File: config.mk
export PLATFORM = sky130hd
export DESIGN_NAME = smbios_memory_speed_scan_top
export DESIGN_NICKNAME = d
export VERILOG_FILES = /design/src/rtl/core/smsc_pkg.sv /design/src/rtl/core/smbios_memory_speed_scan_top.sv /design/src/rtl/core/smsc_in_stage.sv /design/src/rtl/core/smsc_parser.sv /design/src/rtl/core/smsc_out_stage.sv
export SDC_FILE = /design/constraint.sdc
export NUM_CORES = 1
export LEC_CHECK = 0
export BUFFER_PORTS_ARGS = -buffer_cell sky130_fd_sc_hd__buf_2
export CAP_MARGIN = 5
export CORE_MARGIN = 2
export CORE_UTILIZATION = 45
export CTS_CLUSTER_DIAMETER = 60
export DETAILED_ROUTE_END_ITERATION = 16
export PLACE_DENSITY = 0.65
export SLEW_MARGIN = 15
export SYNTH_ARGS = -nofsm -noshare
export SYNTH_HDL_FRONTEND = slang
export SYNTH_SLANG_ARGS = --single-unit
export TNS_END_PERCENT = 30
File: constraint.sdc
create_clock -name clk_i -period 4.15 [get_ports clk_i]
set_input_delay 0.83 -clock clk_i [delete_from_list [all_inputs] [get_ports clk_i]]
set_output_delay 0.83 -clock clk_i [all_outputs]
set_load 0.005 [all_outputs]
File: src/rtl/core/smsc_pkg.sv
// Package: types and constants of the memory speed table scanner.
package smsc_pkg;

  // Number of bytes of table header skipped before the first structure.
  localparam int unsigned HEADER_SKIP = 8;
  localparam int unsigned HDR_CNT_W   = 4;
  localparam logic [HDR_CNT_W-1:0] HEADER_SKIP_CNT = HDR_CNT_W'(HEADER_SKIP);

  // Structure types and field offsets of interest.
  localparam logic [7:0]  TYPE_MEMORY_DEVICE = 8'd17;
  localparam logic [7:0]  TYPE_END_OF_TABLE  = 8'd127;
  localparam logic [7:0]  SPEED_LO_OFFSET    = 8'h15;
  localparam logic [7:0]  SPEED_HI_OFFSET    = 8'h16;
  localparam logic [7:0]  MIN_STRUCT_LENGTH  = 8'd4;
  localparam logic [15:0] SPEED_UNKNOWN      = 16'hFFFF;

  // Parse phases, one-hot.
  typedef enum logic [5:0] {
    PH_HEADER    = 6'b000001,
    PH_TYPE      = 6'b000010,
    PH_LENGTH    = 6'b000100,
    PH_FORMATTED = 6'b001000,
    PH_STRINGS   = 6'b010000,
    PH_STOPPED   = 6'b100000
  } smsc_phase_e;

  localparam smsc_phase_e PH_RESET = (HEADER_SKIP == 0) ? PH_TYPE : PH_HEADER;

  // One table byte as held in the input register.
  typedef struct packed {
    logic [7:0] data;
    logic       last;
  } smsc_item_t;

endpackage

File: src/rtl/core/smbios_memory_speed_scan_top.sv
// Top level of the memory speed table scanner.
//
//   Channel  Direction  Signals                              Transaction
//   input    in         in_valid_i, in_ready_o               one table byte and its last flag
//   output   out        out_valid_o, out_ready_i             maximum speed of one whole table
//
// One byte is taken per cycle and the parse state advances by one byte per cycle while no last
// byte waits on a busy result register. A byte is parsed at the edge at which it leaves the input
// register; a last byte loads the result register at that same edge.
// Reset clears the parse state and the valid flags of both registers; no clearing pass is needed.
// A waiting result stalls only a last byte; other bytes keep flowing beneath it.
module smbios_memory_speed_scan_top (
  input  logic        clk_i,
  input  logic        rst_ni,
  input  logic        in_valid_i,
  output logic        in_ready_o,
  input  logic [7:0]  data_byte_i,
  input  logic        last_byte_i,
  output logic        out_valid_o,
  input  logic        out_ready_i,
  output logic [15:0] max_speed_mhz_o
);
  import smsc_pkg::*;

  smsc_item_t in_item;
  smsc_item_t held_item;
  logic       held_valid;
  logic       advance;
  logic       out_free;
  logic [15:0] best_next;

  assign in_item.data = data_byte_i;
  assign in_item.last = last_byte_i;

  // A held byte moves on unless it ends a table and the result register is busy.
  assign advance = held_valid && (!held_item.last || out_free);

  smsc_in_stage u_in_stage (
    .clk_i        (clk_i),
    .rst_ni       (rst_ni),
    .in_valid_i   (in_valid_i),
    .in_ready_o   (in_ready_o),
    .item_i       (in_item),
    .advance_i    (advance),
    .item_valid_o (held_valid),
    .item_o       (held_item)
  );

  smsc_parser u_parser (
    .clk_i       (clk_i),
    .rst_ni      (rst_ni),
    .step_i      (advance),
    .item_i      (held_item),
    .best_next_o (best_next)
  );

  smsc_out_stage u_out_stage (
    .clk_i           (clk_i),
    .rst_ni          (rst_ni),
    .load_i          (advance && held_item.last),
    .speed_i         (best_next),
    .free_o          (out_free),
    .out_valid_o     (out_valid_o),
    .out_ready_i     (out_ready_i),
    .max_speed_mhz_o (max_speed_mhz_o)
  );

endmodule

File: src/rtl/core/smsc_in_stage.sv
// Input register: holds one table byte until the parser takes it.
module smsc_in_stage (
  input  logic              clk_i,
  input  logic              rst_ni,
  input  logic              in_valid_i,
  output logic              in_ready_o,
  input  smsc_pkg::smsc_item_t item_i,
  input  logic              advance_i,
  output logic              item_valid_o,
  output smsc_pkg::smsc_item_t item_o
);
  import smsc_pkg::*;

  logic       valid_q, valid_d;
  smsc_item_t item_q;
  logic       accept;

  // The register is free when empty or when its byte moves on this cycle.
  assign in_ready_o = !valid_q || advance_i;
  assign accept     = in_valid_i && in_ready_o;

  always_comb begin
    valid_d = valid_q;
    if (accept) begin
      valid_d = 1'b1;
    end else if (advance_i) begin
      valid_d = 1'b0;
    end
  end

  always_ff @(posedge clk_i or negedge rst_ni) begin
    if (!rst_ni) begin
      valid_q <= 1'b0;
    end else begin
      valid_q <= valid_d;
    end
  end

  // Payload needs no reset.
  always_ff @(posedge clk_i) begin
    if (accept) begin
      item_q <= item_i;
    end
  end

  assign item_valid_o = valid_q;
  assign item_o       = item_q;

endmodule

File: src/rtl/core/smsc_parser.sv
// Structure walker: updates the parse state by one byte and tracks the best speed.
module smsc_parser (
  input  logic              clk_i,
  input  logic              rst_ni,
  input  logic              step_i,
  input  smsc_pkg::smsc_item_t item_i,
  output logic [15:0]       best_next_o
);
  import smsc_pkg::*;

  smsc_phase_e          phase_q, phase_d;
  logic [HDR_CNT_W-1:0] hdr_cnt_q, hdr_cnt_d;
  logic [7:0]           offset_q, offset_d;
  logic [7:0]           type_q, type_d;
  logic [7:0]           length_q, length_d;
  logic [15:0]          cand_q, cand_d;
  logic                 prev_zero_q, prev_zero_d;
  logic [15:0]          best_q, best_d;
  logic [7:0]           b;

  assign b = item_i.data;

  // Next state for one consumed byte.
  always_comb begin
    phase_d     = phase_q;
    hdr_cnt_d   = hdr_cnt_q;
    offset_d    = offset_q;
    type_d      = type_q;
    length_d    = length_q;
    cand_d      = cand_q;
    prev_zero_d = prev_zero_q;
    best_d      = best_q;
    unique case (phase_q)
      PH_HEADER: begin
        hdr_cnt_d = hdr_cnt_q + HDR_CNT_W'(1);
        if (hdr_cnt_d >= HEADER_SKIP_CNT) begin
          phase_d = PH_TYPE;
        end
      end
      PH_TYPE: begin
        type_d   = b;
        cand_d   = 16'd0;
        offset_d = 8'd1;
        phase_d  = PH_LENGTH;
      end
      PH_LENGTH: begin
        length_d = b;
        if (b < MIN_STRUCT_LENGTH) begin
          phase_d = PH_STOPPED;
        end else begin
          offset_d = 8'd2;
          phase_d  = PH_FORMATTED;
        end
      end
      PH_FORMATTED: begin
        if (offset_q == SPEED_LO_OFFSET) begin
          cand_d = {cand_q[15:8], b};
        end else if (offset_q == SPEED_HI_OFFSET) begin
          cand_d = {b, cand_q[7:0]};
        end
        offset_d = offset_q + 8'd1;
        if (offset_d == length_q) begin
          // A completed memory-device speed counts when known and larger.
          if ((type_q == TYPE_MEMORY_DEVICE) && (length_q > SPEED_HI_OFFSET) &&
              (cand_d != 16'd0) && (cand_d != SPEED_UNKNOWN) && (cand_d > best_q)) begin
            best_d = cand_d;
          end
          prev_zero_d = 1'b0;
          phase_d     = PH_STRINGS;
        end
      end
      PH_STRINGS: begin
        if (b == 8'd0) begin
          if (prev_zero_q) begin
            prev_zero_d = 1'b0;
            phase_d     = (type_q == TYPE_END_OF_TABLE) ? PH_STOPPED : PH_TYPE;
          end else begin
            prev_zero_d = 1'b1;
          end
        end else begin
          prev_zero_d = 1'b0;
        end
      end
      PH_STOPPED: begin
        phase_d = PH_STOPPED;
      end
      default: begin
        phase_d = PH_RESET;
      end
    endcase
  end

  // State register; the last byte of a table returns everything to reset.
  always_ff @(posedge clk_i or negedge rst_ni) begin
    if (!rst_ni) begin
      phase_q     <= PH_RESET;
      hdr_cnt_q   <= '0;
      offset_q    <= '0;
      type_q      <= '0;
      length_q    <= '0;
      cand_q      <= '0;
      prev_zero_q <= 1'b0;
      best_q      <= '0;
    end else if (step_i) begin
      if (item_i.last) begin
        phase_q     <= PH_RESET;
        hdr_cnt_q   <= '0;
        offset_q    <= '0;
        type_q      <= '0;
        length_q    <= '0;
        cand_q      <= '0;
        prev_zero_q <= 1'b0;
        best_q      <= '0;
      end else begin
        phase_q     <= phase_d;
        hdr_cnt_q   <= hdr_cnt_d;
        offset_q    <= offset_d;
        type_q      <= type_d;
        length_q    <= length_d;
        cand_q      <= cand_d;
        prev_zero_q <= prev_zero_d;
        best_q      <= best_d;
      end
    end
  end

  assign best_next_o = best_d;

endmodule

File: src/rtl/core/smsc_out_stage.sv
// Result register: holds the reported maximum speed until it is taken.
module smsc_out_stage (
  input  logic        clk_i,
  input  logic        rst_ni,
  input  logic        load_i,
  input  logic [15:0] speed_i,
  output logic        free_o,
  output logic        out_valid_o,
  input  logic        out_ready_i,
  output logic [15:0] max_speed_mhz_o
);
  logic        valid_q, valid_d;
  logic [15:0] speed_q;

  // The register can take a new result when empty or being emptied.
  assign free_o = !valid_q || out_ready_i;

  always_comb begin
    valid_d = valid_q;
    if (load_i) begin
      valid_d = 1'b1;
    end else if (out_ready_i) begin
      valid_d = 1'b0;
    end
  end

  always_ff @(posedge clk_i or negedge rst_ni) begin
    if (!rst_ni) begin
      valid_q <= 1'b0;
    end else begin
      valid_q <= valid_d;
    end
  end

  always_ff @(posedge clk_i) begin
    if (load_i) begin
      speed_q <= speed_i;
    end
  end

  assign out_valid_o     = valid_q;
  assign max_speed_mhz_o = speed_q;

endmodule

# After elaboration in Yosys (flattened, before gate mapping)
# Cells that the tools add are included.
[classes] add_sub_neg=2 eq_ne=17 n_mux=35 magnitude_cmp=4 n_reduce_logical=30
[ops] cell="$mux W16" count=8
[ops] cell="$mux W8" count=6
[ops] cell="$mux W6" count=7
[ops] cell="$pmux W6 S6" count=1
[ops] cell="$pmux W16 S2" count=1
[ops] cell="$eq A8 B5 Y1 const B" count=3
[ops] cell="$pmux W8 S3" count=1
[ops] cell="$gt A16 B16 Y1" count=1
[ops] cell="$ne A16 B16 Y1 const B" count=1
[ops] cell="$reduce_bool A16 Y1" count=1
[ops] cell="$ne A3 B2 Y1 const B" count=4
[ops] cell="$reduce_bool A2 Y1" count=5
[ops] cell="$add A8 B1 Y8 const B" count=1
[ops] cell="$eq A8 B7 Y1 const B" count=1
[ops] cell="$eq A8 B8 Y1" count=1
[ops] cell="$gt A8 B5 Y1 const B" count=1
[ops] cell="$logic_not A8 Y1" count=1
[ops] cell="$lt A8 B3 Y1 const B" count=1
[ops] cell="$mux W1" count=8
[ops] cell="$mux W4" count=2
[ops] cell="$reduce_and A2 Y1" count=4
[ops] cell="$logic_and A1 B1 Y1" count=7
[ops] cell="$eq A6 B1 Y1 const B" count=1
[ops] cell="$eq A6 B2 Y1 const B" count=1
[ops] cell="14 further kinds" count=20
[word_totals] regBits=94 in_bits=13

# Depth between registers and ports, before layout
[depth] ltp_word=12 ltp_mapped=17 mapped_depth_nobuf=14

# By module
# From an unflattened synthesis, not the netlist that was laid out.
[hier_totals] hier_cells=604 area_unflattened_um2=5647.9
[modules_own_cells] mod="smsc_parser" n_inst=1 area_each_um2=4777.1 cells_each=569 seq_area_each_um2=1677.9
[modules_own_cells] mod="smsc_out_stage" n_inst=1 area_each_um2=528.0 cells_each=19 seq_area_each_um2=505.5
[modules_own_cells] mod="smsc_in_stage" n_inst=1 area_each_um2=324.1 cells_each=13 seq_area_each_um2=295.3
[modules_own_cells] mod="smbios_memory_speed_scan_top" n_inst=1 area_each_um2=18.8 cells_each=3 seq_area_each_um2=0.0

# Least setup slack after synthesis
# Ideal clock, no wire load.
[synth_path] path_kind="flip-flop to flip-flop" from="register u_parser.offset_q[5]" to="register u_out_stage.speed_q[2] (netlist: u_out_stage.max_speed_mhz_o[2]), data pin" path_stages_with_launch=15 t_arrival_ns=3.435 setup_ns=0.255 path_slack_ns=0.460 path_buffers=4 required_time_ns=3.895 synth_period_minus_slack_ns=3.690 path_cell_list="dfrtp_1 -> buf_6 -> or4_4 -> buf_6 -> nor2_8 -> mux2i_1 -> inv_1 -> ha_1 -> nand4_1 -> a2111oi_0 -> o31ai_1 -> a2111oi_4 -> buf_6 -> buf_8 -> o21ai_2"
[synth_via] elab_chain_len=11 elab_cells_between_ends=16 cone_classes="add/sub (1); order compare (1); eq/ne (4); mux (6); reduce/logical (4)"
[synth_rtl] item="start, declared" line="smsc_parser.sv:13" text="logic [7:0] offset_q, offset_d;"
[synth_rtl] item="start signal, assigned" line="smsc_parser.sv:117" text="offset_q <= offset_d;"
[synth_rtl] item="branches (longest 9 deep; another with $gt A16 B16 Y1)"
[synth_rtl] item="$mux W16 *" line="smsc_parser.sv:62" text="if (offset_d == length_q) begin"
[synth_rtl] item="$mux W16 *" line="smsc_parser.sv:33" text="unique case (phase_q)"
[synth_rtl] item="net best_next[2]" line="smbios_memory_speed_scan_top.sv:30" text="logic [15:0] best_next;"
[synth_rtl] item="end signal, assigned" line="smsc_out_stage.sv:37" text="speed_q <= speed_i;"
[synth_rtl] item="end, declared" line="smsc_out_stage.sv:13" text="logic [15:0] speed_q;"
# Mark *: on every way through the listed nets, which the timed path passes. The select of a mux whose other input is x is not followed.
# A chain may end at the register's enable or synchronous reset.

# Worst setup path in the final report
[layout_path] from="register u_parser.offset_q[3]" to="register u_parser.best_q[15]"
[layout_via] elab_chain_len=12 elab_cells_between_ends=17 cone_classes="add/sub (1); order compare (1); eq/ne (4); mux (7); reduce/logical (4)"
[layout_rtl] item="branches (longest 9 deep; another with $gt A16 B16 Y1)"
[layout_rtl] item="$mux W16 *" line="smsc_parser.sv:62"
[layout_rtl] item="$mux W16 *" line="smsc_parser.sv:33"
[layout_rtl] item="$mux W16 *" line="smsc_parser.sv:105" text="if (item_i.last) begin"
[layout_rtl] item="end signal, assigned" line="smsc_parser.sv:122" text="best_q <= best_d;"
[layout_rtl] item="end, declared" line="smsc_parser.sv:18" text="logic [15:0] best_q, best_d;"
# Mark *: on every way between the ends. The select of a mux whose other input is x is not followed.

==> flow_metrics.py <==
metrics = {
    "sta": {
        "hold_slack_ns": 0.487,
        "timing.setup.tns_ns": 0,
        "fin_skew_ns": 0.00789,
        "fin_crit_sh_pct": 93.9,
        "hold_viol_final": 0,
        "timing_max_transition_violations_final": 0,
        "max-slew-margin-rel_pct": 46.2,
        "fmax_mhz": 257,
        "grt_setup_unrepaired": "no",
        "report.final.setup_viol": 0,
        "tightest_slew_ns": 0.807,
        "final_period_minus_worst_setup_slack_ns": 3.90,
        "setup_slack_ns": 0.253,
    },
    "power_and_ir_drop": {
        "seq_power_share_pct": 46.3,
        "total_power_mw": 2.56,
        "p_int_mw": 1.77,
        "pwr_density_cell_nw_per_um2": 404,
        "share_comb_of_total_power_pct": 22.7,
        "power.share.clock_pct": 30.9,
        "power_switching_share_pct": 30.9,
        "maximum_vdd_drop_mv": 0.302,
        "power.net_switching_mw": 0.792,
        "total_leakage_power_nw": 2.77,
    },
    "clock_tree": {
        "cts_inserted_buffers": 9,
        "htree_num_levels": 3,
        "clk_pin_slew_worst_paths_ns": 0.06,
        "cts.sink_count": 94,
        "cts.root.buffer_cell": "clkbuf_16",
        "cts_tree": "built",
        "clockBufferDepth": 2,
        "clk_latency_ns": 0.36,
        "cts-hold-fix-buffers": 0,
    },
    "yosys": {
        "number_of_enable_flip_flop_cells_after_synthesis": 25,
        "syn_nets": 605,
        "synth_cells": 572,
        "synth_area_sq_um": 5600,
        "postSynthRegisterBits": 94,
        "async_flop_share_pct": 73.4,
        "yosysWarnings": 0,
        "post_synth.cell_area_avg_sq_um": 9.79,
        "distinct_cell_type_count_after_synthesis": 65,
        "seq_total_area_yosys_pct": 44.3,
        "synth_ff_type": "dfrtp_1",
    },
    "routing": {
        "detailroute.via_count": 4500,
        "drt_drc_violations_left": 0,
        "via_count_normalized_by_instance_count": 5.73,
        "drt.antenna.violating_nets": 0,
        "post_drt_wl_per_cell_microns": 17.4,
        "detail_route.iter0.violations": 326,
        "detail_route.first_pass.iterations": 4,
        "routed_wirelength_mm": 13.7,
    },
    "critical_path": {
        "start_kind": "flop",
        "critical_path_peak_fanout": 25,
        "worstReg2RegStart": "u_parser.offset_q[3]",
        "worstSetupPathType": "reg -> reg",
        "cp_data_required_time_ns": 4.36,
        "crit_slowest_cell": "or4_4",
        "timing.critical_path.max_delay_family": "compound AO/OA/AOI/OAI gates",
        "critical_path_buf_inv_count": 2,
        "arrival_worst_endpoint_ns": 4.11,
        "critical_path_launch_point": "u_parser.offset_q[3]",
        "cp_common_cell": "mux2i_1",
        "worstPathCellList": "or4_4 > nor2_8 > mux2i_1 > inv_1 > ha_1 > nand4_1 > a2111oi_1 > o31ai_1 > a2111oi_4 > clkbuf_16 > mux2i_1 > o21ai_0",
        "cp-end-kind": "flop",
        "critical_path.max_stage_delay_ns": 0.63,
    },
    "global_route": {
        "globalRouteTotalUtil_pct": 21.5,
        "grt_antenna_before_repair": 0,
        "number_of_global_route_vias_before_repair": 4331,
        "grt_start_max_net_pins": 70,
        "grt_first_pass_wirelength_mm": 22.1,
        "grt_remaining_overflow": 0,
    },
    "place": {
        "post-place-ws_ns": 0.177,
        "post-dp-hpwl_mm": 9.74,
        "gpl_congestion": 0.902,
        "portBuffers": 30,
    },
    "layout": {
        "nNetsFinal": 645,
        "share_of_cells_above_drive_strength_1_pct": 20.3,
        "syn2layout_area_growth_pct": 13.3,
        "num_antenna_cells": 0,
    },
    "floorplan": {
        "dieWidth_microns": 116,
        "core_region_area_sq_um": 12100,
        "height_of_the_chip_microns": 116,
        "start_util_pct": 46.4,
        "die_ar_sq_um": 13400,
        "design.portCount": 31,
        "core.rowCount": 40,
    },
    "worst_hold_path": {
        "hold_path.class": "in -> async",
    },
    "run_status": {
        "run_status": "complete, no violations",
    },
    "job": {
        "timing.max_cap.violations": 0,
    },
}
==> flip-flops by register name (all words and copies together) (netlist names) <==
| name | flops |
|---|---|
| u_in_stage.item_valid_o | 1 |
| u_parser.phase_q | 6 |
| u_parser.cand_q | 16 |
| u_parser.length_q | 8 |
| u_parser.type_q | 8 |
| u_out_stage.out_valid_o | 1 |
| u_parser.hdr_cnt_q | 4 |
| u_parser.prev_zero_q | 1 |
| u_out_stage.max_speed_mhz_o | 16 |
| u_parser.best_q | 16 |
| u_in_stage.item_o | 9 |
| u_parser.offset_q | 8 |
==> per-stage QoR <==
stage	util [%]	cell area (sq um)	instances
after CTS	52.2	6290	782
after detailed placement	49.9	6010	766
after global routing	52.6	6340	785
after global placement	49.9	6010	766
after floorplan	-	5600	572
final	52.6	6340	785
==> final cells by class <==
type / instances / area, sq um
Multi-Input combinational cell: 411 / 2840
Inverter: 39 / 146
Clock inverter: 4 / 21.3
Tap cell: 168 / 210
Sequential cell: 94 / 2480
Timing Repair Buffer: 57 / 387
Fill cell: 1097 / 5720
Clock buffer: 12 / 256
==> cells in the mapped netlist (4+ instances only) <==
library cell | instances | area [sq um]
or4_1 | 9 | 67.6
mux2i_1 | 31 | 310
mux2_2 | 21 | 236
nand2_2 | 5 | 31.3
edfxtp_1 | 25 | 751
nor2_1 | 50 | 188
clkbuf_1 | 16 | 60.1
dfrtp_1 | 68 | 1700
nand3b_1 | 4 | 30.0
and2_1 | 6 | 37.5
xor2_1 | 4 | 35.0
nor2b_1 | 9 | 56.3
o21ai_0 | 37 | 185
nor4_1 | 4 | 25.0
nand4_1 | 13 | 81.3
buf_6 | 4 | 45.0
o21ai_2 | 9 | 78.8
o31ai_1 | 18 | 135
nand2b_1 | 4 | 25.0
or3_1 | 5 | 31.3
nor3_1 | 9 | 45.0
buf_2 | 6 | 30.0
a31oi_1 | 4 | 25.0
ha_1 | 20 | 250
nand2_1 | 57 | 214
inv_1 | 39 | 146
a21oi_1 | 14 | 70.1
nand3_1 | 11 | 55.1
o21ai_1 | 8 | 40.0
a2111oi_0 | 4 | 35.0
xnor2_1 | 7 | 61.3
==> power groups by stage <==
stage | Clock, mW | Combinational (mW) | Sequential (mW)
detailed placement | 0 | 0.577 | 1.20
CTS | 0.810 | 0.581 | 1.18
finish | 0.791 | 0.582 | 1.19
floorplan | 0 | 0.432 | 1.17
global route | 0.834 | 0.654 | 1.20
global placement | 0 | 0.554 | 1.19
==> timing repair <==
action / 4_1_cts / 5_1_grt
endpoints found under the setup margin: 0 / 32
gates resized for setup: 0 / 5
buffers inserted: 0 / 1
hold endpoints to repair: 0 / 0
==> worst paths after layout <==
| kind | endpoint | slack (ns) | depth (start not counted) |
|---|---|---|---|
| max | u_parser.best_q[15] | 0.25 | 12 |
| min reg2reg | u_parser.cand_q[8] | 0.49 | 2 |
| min | u_parser.phase_q[5] | 0.49 | 2 |
| max reg2reg | u_parser.best_q[15] | 0.25 | 12 |
| min in group clk_i | u_parser.cand_q[8] | 0.49 | 2 |
| max in group asynchronous | u_parser.offset_q[4] | 3.34 | 2 |
==> placed cells by master, fill, tap and decap left out, types with 10 or more instances in the layout <==
cell	synthesis	layout
ha_1	20	20
mux2i_1	31	29
nor2_1	50	50
dfrtp_1	68	68
a21oi_1	14	14
buf_4	0	24
nand3_1	11	11
inv_1	39	39
o21ai_0	37	37
edfxtp_1	25	25
buf_2	6	30
nand4_1	13	13
clkbuf_16	0	10
o31ai_1	18	18
nand2_1	57	57
mux2_2	21	21
==> per-layer routing <==
metal	global-route usage, %	up-vias	share of wire [%]
li1	-	2148	-
met1	29.3	2206	45
met2	34.2	126	49
met3	3.56	20	4.6
met4	8.92	0	2.0
met5	0	-	0
==> cell families (layout without fill, tap and decap cells) <==
group / after synthesis / after routing / share of synthesized area, %
buf+inv: 68 / 112 / 5.45
flops: 94 / 94 / 44.3
xor+xnor: 11 / 11 / 1.72
simple gates: 204 / 205 / 18.7
compound gates: 122 / 122 / 15.4
mux: 53 / 53 / 10.0
fa+ha+maj: 20 / 20 / 4.47
(Power assumes the default switching activity.)
